<file path="src/hw/rtl/gtg_isqrt.sv">
`timescale 1ns / 1ps
// ----------------------------------------------------------------------------
// gtg_isqrt: pipelined integer square root
// Restoring square root of a 63-bit value, one result bit per stage,
// 32 stages, floor result.
// ----------------------------------------------------------------------------
module gtg_isqrt (
    input  logic        i_clk,
    input  logic        i_en,
    input  logic [62:0] i_rad,
    output logic [31:0] o_root
);
    localparam int STAGES = 32;

    logic [63:0] r_rem  [STAGES];
    logic [63:0] r_root [STAGES];

    genvar k;
    generate
        for (k = 0; k < STAGES; k++) begin : g_stage
            localparam logic [63:0] BIT = 64'(1) << (62 - 2 * k);
            logic [63:0] rem_in, root_in, trial, n_rem, n_root;
            if (k == 0) begin : g_first
                assign rem_in  = {1'b0, i_rad};
                assign root_in = '0;
            end else begin : g_next
                assign rem_in  = r_rem[k-1];
                assign root_in = r_root[k-1];
            end
            always_comb begin
                trial = root_in + BIT;
                if (rem_in >= trial) begin
                    n_rem  = rem_in - trial;
                    n_root = (root_in >> 1) + BIT;
                end else begin
                    n_rem  = rem_in;
                    n_root = root_in >> 1;
                end
            end
            always_ff @(posedge i_clk) begin
                if (i_en) begin
                    r_rem[k]  <= n_rem;
                    r_root[k] <= n_root;
                end
            end
        end
    endgenerate

    assign o_root = r_root[STAGES-1][31:0];

endmodule

</file>
<file path="config.mk">
export PLATFORM = sky130hd
export DESIGN_NAME = gtg_isqrt
export DESIGN_NICKNAME = d
export VERILOG_FILES = /design/src/hw/rtl/gtg_isqrt.sv
export SDC_FILE = /design/constraint.sdc
export NUM_CORES = 2
export LEC_CHECK = 0
export BUFFER_PORTS_ARGS = -buffer_cell sky130_fd_sc_hd__buf_2
export CORE_MARGIN = 2
export CORE_UTILIZATION = 60
export CTS_CLUSTER_DIAMETER = 200
export DETAILED_ROUTE_END_ITERATION = 6
export PLACE_DENSITY_LB_ADDON = 0.05
export REMOVE_ABC_BUFFERS = 1
export SKIP_LAST_GASP = 1
export SLEW_MARGIN = 25
export SYNTH_ARGS = -nofsm -noshare
export SYNTH_HDL_FRONTEND = slang
export SYNTH_SLANG_ARGS = --single-unit
export TNS_END_PERCENT = 20
</file>
<file path="constraint.sdc">
create_clock -name i_clk -period 7.6 [get_ports i_clk]
set_input_delay 0.76 -clock i_clk [delete_from_list [all_inputs] [get_ports i_clk]]
set_output_delay 0.76 -clock i_clk [all_outputs]
set_load 0.02 [all_outputs]
</file>
==> summary.md <==
| Metric | Value |
|---|---|
| P_sw | 11.9 mW |
| Finished Layout Cells | 12600 |
| Die X | 450 um |
| Core Region | 198000 sq um |
| Total wire length | 288000 um |
| Dpl hpwl | 211000 um |
| CTS tree | yes |
| Tot GR Track Use | 28.1% |
| Number of synthesized register bits | 2512 |
| Routed len/inst | 22.9 um |
| Largest cells by area after synthesis | edfxtp_1 (63%), ha_1 (5.8%), xor2_1 (3.3%), xnor2_1 (3.1%), a21oi_1 (2.7%) |
| RSZ-0062 raised after global routing | no |
| # hold bufs at CTS | 63 |
| DRT iter0 DRCs | 8212 |
| Final Wtd Congestion | 0.950 |
| Status | finished clean |
| Synth Area per Inst | 12.7 sq um |
| Syn. warnings | 0 |
| Normalized max-slew margin | 21.9% |
| Final hold vios | 0 |
| Fmax | 197 MHz |
| Startpoint Class | flop |
| Slowest library cell on the worst path | nor4_1 |
| Leak pwr | 50.2 nW |
| # H-tree levels | 5 |
| Die area | 203000 sq um |
| Min Tclk post-route | 5.07 ns |
| Clock power frac | 32.9% |
| Post-synth top area cell | edfxtp_1 |
| Starting Density | 60.4% |
| Max-cap violations | 0 |
| R2R depth | 13 |
| I/O pin total | 97 |
| Period utilization | 66.7% |
| Clock-pin transition on the worst setup and hold timing paths | 0.06 ns |
| Crit. End Element | flop |
| Initial antenna violation count | 7 |
| Ys async rst share | 0% |
| Root Driver | clkbuf_16 |
| Post-CTS Setup Inserts | 0 |
| Clk_skew | 0.0713 ns |
| Via count | 76800 |
| Worst r2r dst | r_rem[1][445] |
| CTS Sinks | 2512 |
| Layout cells sized above 1 | 7.31% |
| WS Path Type | flop to flop |
| Flop pwr share | 46.6% |
| CP peak stage delay | 0.90 ns |
| Die Height | 450 um |
| Vias in the first global route | 74400 |
| Reg2reg start | r_rem[1][341] |
| Dominant synthesized flop cell | edfxtp_1 |
| Critical path arrival | 5.70 ns |
| Port Buffers | 96 |
| Max VDD drop | 0.249 mV |
| DRT Pass-1 Iters | 6 |
| Routed Antenna Nets | 0 |
| Top-count cell post-synth | edfxtp_1 |
| HP Start | i_en |
| Global-route wire length before repair | 440000 um |
| WP buf/inv | 2 |
| Fillers | 14200 |
| CP Max Fanout | 47 |
| Synthesized area | 119000 sq um |
| Slew @ Worst Pin | 1.17 ns |
| Family with the most delay on the worst path | simple AND/OR/NAND/NOR gates |
| Setup TNS | 0 ns |
| Post_cts resized | 0 |
| Worst skew pair latency | 0.94 ns |
| Reg2reg setup slack | 2.53 ns |
| Sw Ratio | 28.9% |
| Library cells used by synthesis | 80 |
| Combinational power share | 20.5% |
| DP Area | 123000 sq um |
| Fin nets | 10400 |
| CTS buffer count | 286 |
| Worst path cell trace | ha_1 -> nor4b_1 -> nand4_1 -> nor4_1 -> buf_4 -> a211oi_1 -> nand3_1 -> a21oi_2 -> buf_4 -> a2111oi_1 -> nor4b_2 -> nand3_1 -> xnor2_1 |
| Clock Path Buffers | 4 |
| Power per cell area | 308 nW/um^2 |
| Largest net degree at the start of global routing | 180 |
| Critical Path RT | 8.23 ns |
| Seq/Total Area, Yosys | 63.2% |
| CP endpoint | r_rem[1][445] |
| Internal | 29.1 mW |
| Finish-stage setup viols | 0 |
| Min-Delay Path Class | input port to flop |
| Row cnt | 163 |
| Placed insts | 12000 |
| Crit path from | r_rem[1][341] |
| Synth Instances | 9419 |
| Cell area after layout | 133000 sq um |
| Routed vias/inst | 6.10 |
| Core Util, Final | 67.3% |
| Slew Limit Fails | 0 |
| WP depth | 13 |
| Synth top area share | 63.2% |
| Synth top cells by count | edfxtp_1 (2512), inv_1 (677), a21oi_1 (635), nor2_1 (620), nand2_1 (578) |
| Total gr overflow | 0 |
| Post-route DRC | 0 |
| Synthesis-to-layout area growth | 11.4% |
| EDFF count, synth | 2512 |
## per-stage QoR
step | hold slack [ns] | total power, mW | worst slack, ns
floorplan | 0.417 | 24.6 | 1.68
global placement | 0.423 | 27.4 | 2.02
finish | 0.271 | 41.0 | 2.53
global route | 0.277 | 42.8 | 2.29
CTS | 0.306 | 41.1 | 2.33
detailed placement | 0.426 | 27.5 | 2.37
## worst min path at each step
stage,end,slack [ns],depth (start not counted)
after CTS,r_root[1][106],0.31,1
final,r_root[1][105],0.27,1
after floorplan,r_rem[0][477],0.42,0
after detailed placement,r_rem[1][137],0.43,0
after global routing,r_root[1][106],0.28,1
after global placement,r_rem[1][134],0.42,0
## layout make-up
class	count	area (sq um)	area share, %
timing repair buffer	222	1740	1.31
inverter	680	2550	1.92
clock inverter	151	1590	1.19
tap	2640	3300	2.48
multi-input combinational	6054	40900	30.8
antenna	2	5.00	0.00376
sequential	2512	75400	56.7
clock buffer	337	7480	5.62
## per-layer routing
| metal | up-vias | global-route usage, % | routed length [um] |
|---|---|---|---|
| li1 | 36000 | - | - |
| met1 | 37900 | 40.5 | 127000 |
| met2 | 2490 | 45.3 | 136000 |
| met3 | 446 | 3.92 | 17700 |
| met4 | 2 | 7.09 | 6860 |
| met5 | - | 0 | 14 |
## power by group through the flow
stage          sequential [mW]  combinational, mW  clock, mW
4_1_cts                   19.1               8.33       13.7
5_1_grt                   19.2               9.29       14.3
6_report                  19.1               8.40       13.5
3_3_place_gp              19.3               8.12          0
3_5_place_dp              19.3               8.21          0
2_1_floorplan             18.6               6.00          0
## cells in the final DEF (no fill, tap or decap), types with 123 or more instances in the layout
cell / Yosys / routed
o21ai_0: 403 / 403
xor2_1: 454 / 454
ha_1: 556 / 556
nor4_1: 349 / 344
clkbuf_16: 0 / 292
inv_1: 677 / 676
nand2b_1: 124 / 123
nand4_1: 140 / 140
xnor2_1: 428 / 428
nor2_1: 620 / 619
nor3_1: 249 / 247
nand2_1: 578 / 578
a21oi_1: 635 / 632
edfxtp_1: 2512 / 2512
nand3_1: 151 / 151
a21o_1: 218 / 218
## flip-flops by register name, indices dropped and copies added (netlist names)
name and count:
r_root 528, r_rem 1984
## worst reg2reg max path: stages (launching register included)
cell and delay (ns):
edfxtp_1 0.41, ha_1 0.41, nor4b_1 0.32, nand4_1 0.16, nor4_1 0.90, buf_4 0.24
a211oi_1 0.09, nand3_1 0.12, a21oi_2 0.04, buf_4 0.30, a2111oi_1 0.72, nor4b_2 0.75
nand3_1 0.18, xnor2_1 0.16
## logic make-up after synthesis
logic type	after synthesis	share of synthesized area, %
simple gates	2750	11.9
mux	89	0.832
flops	2512	63.2
buf+inv	854	2.69
xor+xnor	882	6.47
other cells	1	0.00314
compound gates	1775	9.14
fa+ha+maj	556	5.82
Note: power is estimated with default switching activity, not from simulation.
