### config.mk
export PLATFORM = sky130hd
export DESIGN_NAME = gtg_cordic
export DESIGN_NICKNAME = d
export VERILOG_FILES = /design/src/hw/rtl/gtg_pkg.sv /design/src/hw/rtl/gtg_cordic.sv
export SDC_FILE = /design/constraint.sdc
export NUM_CORES = 2
export LEC_CHECK = 0
export BUFFER_PORTS_ARGS = -buffer_cell sky130_fd_sc_hd__buf_2
export CAP_MARGIN = 25
export CORE_MARGIN = 8
export CORE_UTILIZATION = 40
export CTS_BUF_LIST = sky130_fd_sc_hd__clkbuf_16
export DETAILED_ROUTE_END_ITERATION = 16
export SKIP_LAST_GASP = 1
export SYNTH_ARGS = -nofsm -noshare
export SYNTH_HDL_FRONTEND = slang
export SYNTH_SLANG_ARGS = --single-unit
### constraint.sdc
create_clock -name i_clk -period 8.2 [get_ports i_clk]
set_clock_uncertainty 0.15 [all_clocks]
set_input_delay 0.82 -clock i_clk [delete_from_list [all_inputs] [get_ports i_clk]]
set_output_delay 0.82 -clock i_clk [all_outputs]
set_load 0.005 [all_outputs]
### src/hw/rtl/gtg_pkg.sv
`timescale 1ns / 1ps
// ----------------------------------------------------------------------------
// gtg_pkg: shared constants and helpers
// Fixed-point constants, register indexes and the CORDIC arctangent table
// for the go-to-goal proportional controller.
// ----------------------------------------------------------------------------
package gtg_pkg;

    localparam int CORDIC_STEPS = 16;      // 8 .. 32
    localparam int CORDIC_W     = 36;      // x/y datapath of the CORDIC
    localparam int ANGLE_W      = 21;      // CORDIC angle accumulator
    localparam int REG_W        = 20;
    localparam int CFG_IDX_W    = 3;
    localparam int DIST_W       = 31;

    localparam logic signed [ANGLE_W-1:0] FX_PI     = 21'sd205887;
    localparam logic signed [ANGLE_W-1:0] FX_TWO_PI = 21'sd411775;
    localparam logic [DIST_W-1:0]         DIST_MAX  = 31'h7FFF_FFFF;

    localparam logic [CFG_IDX_W-1:0] REG_LINEAR_GAIN    = 3'd0;
    localparam logic [CFG_IDX_W-1:0] REG_ANGULAR_GAIN   = 3'd1;
    localparam logic [CFG_IDX_W-1:0] REG_LINEAR_LIMIT   = 3'd2;
    localparam logic [CFG_IDX_W-1:0] REG_ANGULAR_LIMIT  = 3'd3;
    localparam logic [CFG_IDX_W-1:0] REG_ARRIVAL_RADIUS = 3'd4;

    localparam logic [REG_W-1:0] RST_LINEAR_GAIN    = 20'd13107;
    localparam logic [REG_W-1:0] RST_ANGULAR_GAIN   = 20'd17039;
    localparam logic [REG_W-1:0] RST_LINEAR_LIMIT   = 20'd45875;
    localparam logic [REG_W-1:0] RST_ANGULAR_LIMIT  = 20'd39322;
    localparam logic [REG_W-1:0] RST_ARRIVAL_RADIUS = 20'd3277;

    // atan(2^-i) in Q16.16 radians
    function automatic logic [16:0] atan_val(input int i);
        logic [16:0] v;
        case (i)
            0:       v = 17'd51472;
            1:       v = 17'd30386;
            2:       v = 17'd16055;
            3:       v = 17'd8150;
            4:       v = 17'd4091;
            5:       v = 17'd2047;
            6:       v = 17'd1024;
            7:       v = 17'd512;
            8:       v = 17'd256;
            9:       v = 17'd128;
            10:      v = 17'd64;
            11:      v = 17'd32;
            12:      v = 17'd16;
            13:      v = 17'd8;
            14:      v = 17'd4;
            15:      v = 17'd2;
            16:      v = 17'd1;
            default: v = 17'd0;
        endcase
        return v;
    endfunction

endpackage

### src/hw/rtl/gtg_cordic.sv
`timescale 1ns / 1ps
// ----------------------------------------------------------------------------
// gtg_cordic: pipelined vectoring CORDIC
// Drives y towards zero, one micro-rotation per stage, and accumulates
// the bearing in Q16.16 radians.
// ----------------------------------------------------------------------------
module gtg_cordic (
    input  logic                                   i_clk,
    input  logic                                   i_en,
    input  logic signed [gtg_pkg::CORDIC_W-1:0]    i_x,
    input  logic signed [gtg_pkg::CORDIC_W-1:0]    i_y,
    input  logic signed [gtg_pkg::ANGLE_W-1:0]     i_z,
    output logic signed [gtg_pkg::ANGLE_W-1:0]     o_z
);
    localparam int S = gtg_pkg::CORDIC_STEPS;

    logic signed [gtg_pkg::CORDIC_W-1:0] r_x [S];
    logic signed [gtg_pkg::CORDIC_W-1:0] r_y [S];
    logic signed [gtg_pkg::ANGLE_W-1:0]  r_z [S];

    genvar k;
    generate
        for (k = 0; k < S; k++) begin : g_stage
            localparam logic signed [gtg_pkg::ANGLE_W-1:0] ATAN =
                gtg_pkg::ANGLE_W'(gtg_pkg::atan_val(k));
            logic signed [gtg_pkg::CORDIC_W-1:0] x_in, y_in, n_x, n_y;
            logic signed [gtg_pkg::ANGLE_W-1:0]  z_in, n_z;
            if (k == 0) begin : g_first
                assign x_in = i_x;
                assign y_in = i_y;
                assign z_in = i_z;
            end else begin : g_next
                assign x_in = r_x[k-1];
                assign y_in = r_y[k-1];
                assign z_in = r_z[k-1];
            end
            always_comb begin
                if (!y_in[gtg_pkg::CORDIC_W-1] && (y_in != '0)) begin
                    n_x = x_in + (y_in >>> k);
                    n_y = y_in - (x_in >>> k);
                    n_z = z_in + ATAN;
                end else begin
                    n_x = x_in - (y_in >>> k);
                    n_y = y_in + (x_in >>> k);
                    n_z = z_in - ATAN;
                end
            end
            always_ff @(posedge i_clk) begin
                if (i_en) begin
                    r_x[k] <= n_x;
                    r_y[k] <= n_y;
                    r_z[k] <= n_z;
                end
            end
        end
    endgenerate

    assign o_z = r_z[S-1];

endmodule

==> flow_summary_export.csv <==
group,metric,value,unit
critical_path,worst_setup_path_start_kind,"flop",
sta,setup_viol,0,
sta,worstMarginPinSlew,1.20,ns
drt,vias_per_cell,5.60,
yosys,ys_top_cells_by_count,"edfxtp_1 (1365), ha_1 (1320), a21oi_1 (1303)",
critical_path,crit_family,"simple AND/OR/NAND/NOR gates",
status,status,"finished clean",
yosys,synth_top_family_by_area,"compound AO/OA/AOI/OAI gates",
placed_design,dp_worst_setup_slack,0.921,ns
drt,drtIter0Drc,7247,
clocking,cts_tree,"done",
die,initial_utilization,40.2,%
critical_path,cp_slowest_cell,"nor4b_1",
global_routing,grt_pass1_wl,495000,um
yosys,synthMuxAreaShare,0.537,%
final_layout,drive_above_1_share,4.55,%
final_layout,utilization,43.9,%
sta,fmax,0.135,GHz
die,core.rowCount,199,
critical_path,reg2reg_to,"r_y[0][176]$_DFFE_PP_",
critical_path,reg2reg_slack,0.78,ns
yosys,ys_types,90,
critical_path,critPathMaxStageDelay,0.69,ns
global_routing,grt-ovfl-total,0,
placed_design,hpwl,255000,um
drt,vias,93200,
die,die-area,313000,sq um
sta,fin_crit,7.42,ns
clocking,cts.sinks,1365,
drt,drt_wl_total,317000,um
critical_path,crit_buf_inv,3,
final_layout,area_growth,9.10,%
yosys,synth_compound_area_share,20.7,%
yosys,yosysMostFrequentCell,"edfxtp_1",
yosys,async_flop_share,0,%
yosys,synth.largest_area_cell,"edfxtp_1",
global_routing,grt_max_degree,159,
placed_design,routabilityCongestion,0.929,
yosys,ys_seq_elements,1365,
yosys,ys.flop_type,"edfxtp_1",
clocking,insertion_delay,0.86,ns
sta,rsz0062_at_grt,"no",
sta,setup_tns,0,ns
critical_path,rr_startpoint,"r_y[0][119]$_DFFE_PP_",
clocking,clkTransAtPathRegs,0.06,ns
sta,hold_viol,0,
yosys,syn_inst,12400,
global_routing,antenna_found_initial,3,
min_path,hold_path.startpoint,"i_z[4]",
critical_path,worstPathRequired,8.57,ns
die,die_x,560,um
yosys,yosys-top-cells-area,"edfxtp_1 (35%), ha_1 (14%), xnor2_1 (9.0%)",
sta,min_period_over_period,90.5,%
die,coreArea,294000,sq um
global_routing,grt_pass1_vias,89200,
clocking,cts_max_level,4,
yosys,syn_avg_cell_area,9.51,sq um
clocking,clock-root-buffer,"clkbuf_16",
global_routing,globalRouteTotalUtil,19.2,%
min_path,hold_depth,2,
placed_design,port_buffers,115,
final_layout,multi_input_area,74500,sq um
drt,drcViolationCount,0,
yosys,synth_edf_count,1365,
critical_path,arrival,7.80,ns
clocking,numCtsBuffers,165,
critical_path,path_max_fanout,26,
run,drv_cap,0,
die,die_h,560,um
yosys,synthSimpleGateAreaFrac,13.1,%
drt,postRouteAntennaNets,0,
yosys,synth-xor-area-share,13.8,%
final_layout,fillCellCount,28500,
final_layout,final_nets,14100,
final_layout,register_area,41000,sq um
yosys,seq_area_frac_synth,34.6,%
min_path,hold_path_class,"input port to flop",
sta,fin_hold_ws,0.102,ns
yosys,netlist_area,118000,sq um
clocking,clock_path_buffers,4,
sta,setup_slack,0.777,ns
sta,slew_viol_final,0,
min_path,min_delay_worst_endpoint,"r_z[0][4]$_DFFE_PP_",
critical_path,path_class,"flop to flop",
clocking,cts.repair.resized,0,
drt,dr.pass1.iters,5,
drt,wl_per_cell,19.0,um
sta,max_slew_margin,18.3,%
yosys,ys_warn_count,0,
yosys,synth_top_area_share,34.6,%
yosys,synth_fa_ha_area_share,14.7,%
die,io_pins,116,
critical_path,end_kind,"flop",
critical_path,rr_worst_depth,25,
## worst reg2reg max path, cell delays in order (launching register included)
cell and delay [ns]:
edfxtp_1 0.50, or4_1 0.63, nor3_1 0.44, nand3b_1 0.21, or3_1 0.38, or3_1 0.40
nand2b_1 0.20, nor2_1 0.23, inv_2 0.07, nand2_2 0.33, inv_2 0.07, buf_4 0.27
nor2_1 0.18, xnor2_1 0.09, ha_1 0.35, o21a_1 0.16, a21oi_1 0.10, nor4b_1 0.69
o211ai_1 0.25, a31oi_1 0.20, a21oi_1 0.13, o21ai_0 0.35, and4_1 0.31, nand4_1 0.14
a31oi_1 0.19, xor2_1 0.09
## layer usage
layer / vias up / global-route usage [%] / share of wire, %
met5: - / 0 / 0.0041
met4: 2 / 5.34 / 2.9
met3: 455 / 2.30 / 4.5
met2: 2055 / 33.7 / 48
met1: 44000 / 24.9 / 45
li1: 46700 / - / -
## state kept, by name, summed over array words and instances (netlist names)
name,cells
r_y,539
r_x,490
r_z,336
## cells in the final DEF, fill, tap and decap left out, types with 166 or more instances in the layout
cell type	count
a21o_1	544
a21oi_1	1303
clkbuf_16	166
edfxtp_1	1365
ha_1	1320
inv_1	547
nand2_1	641
nand2b_1	211
nand3_1	218
nor2_1	866
nor3_1	273
o21ai_0	655
o21bai_1	225
o31ai_1	199
xnor2_1	1214
xor2_1	653
## worst max path at each step
stage | start | to | slack, ns | depth (start not counted)
after floorplan | r_y[0][151]$_DFFE_PP_ | r_y[0][212]$_DFFE_PP_ | 1.66 | 23
after global placement | r_y[0][151]$_DFFE_PP_ | r_y[0][212]$_DFFE_PP_ | 1.0 | 22
after detailed placement | r_y[0][119]$_DFFE_PP_ | r_y[0][176]$_DFFE_PP_ | 0.92 | 25
after CTS | r_y[0][119]$_DFFE_PP_ | r_y[0][176]$_DFFE_PP_ | 0.77 | 25
after global routing | r_y[0][3]$_DFFE_PP_ | r_y[0][71]$_DFFE_PP_ | 0.17 | 22
final | r_y[0][119]$_DFFE_PP_ | r_y[0][176]$_DFFE_PP_ | 0.78 | 25
## layout make-up
cell class	instances	area share [%]
clock buffer	166	3.22
tap	3919	3.80
timing repair buffer	200	1.00
clock inverter	125	0.890
antenna	2	0.00388
sequential	1365	31.8
inverter	545	1.59
multi-input combinational	10300	57.7
## stage by stage
stage | area, sq um | cells
3_5_place_dp | 124000 | 16400
5_1_grt | 129000 | 16700
6_report | 129000 | 16700
2_1_floorplan | 118000 | 12500
4_1_cts | 129000 | 16700
3_3_place_gp | 124000 | 16400
## cell families (layout without fill, tap and decap cells)
family                   after synthesis  after routing
AND/OR/NAND/NOR                     3129           3129
AO/OA/AOI/OAI                       3871           3871
flip-flops                          1365           1365
buffers and inverters                781           1036
multiplexers                          63             63
other                                  1             44
XOR/XNOR                            1867           1867
adder cells (fa/ha/maj)             1365           1365
## timing repair
action,in CTS,in global routing
hold buffers,4,0
buffers inserted,0,0
endpoints found under the hold margin,4,0
Power is left out: the tool's default activity adds up to more than one toggle a clock period on the data nets, which glitch-free logic cannot reach.
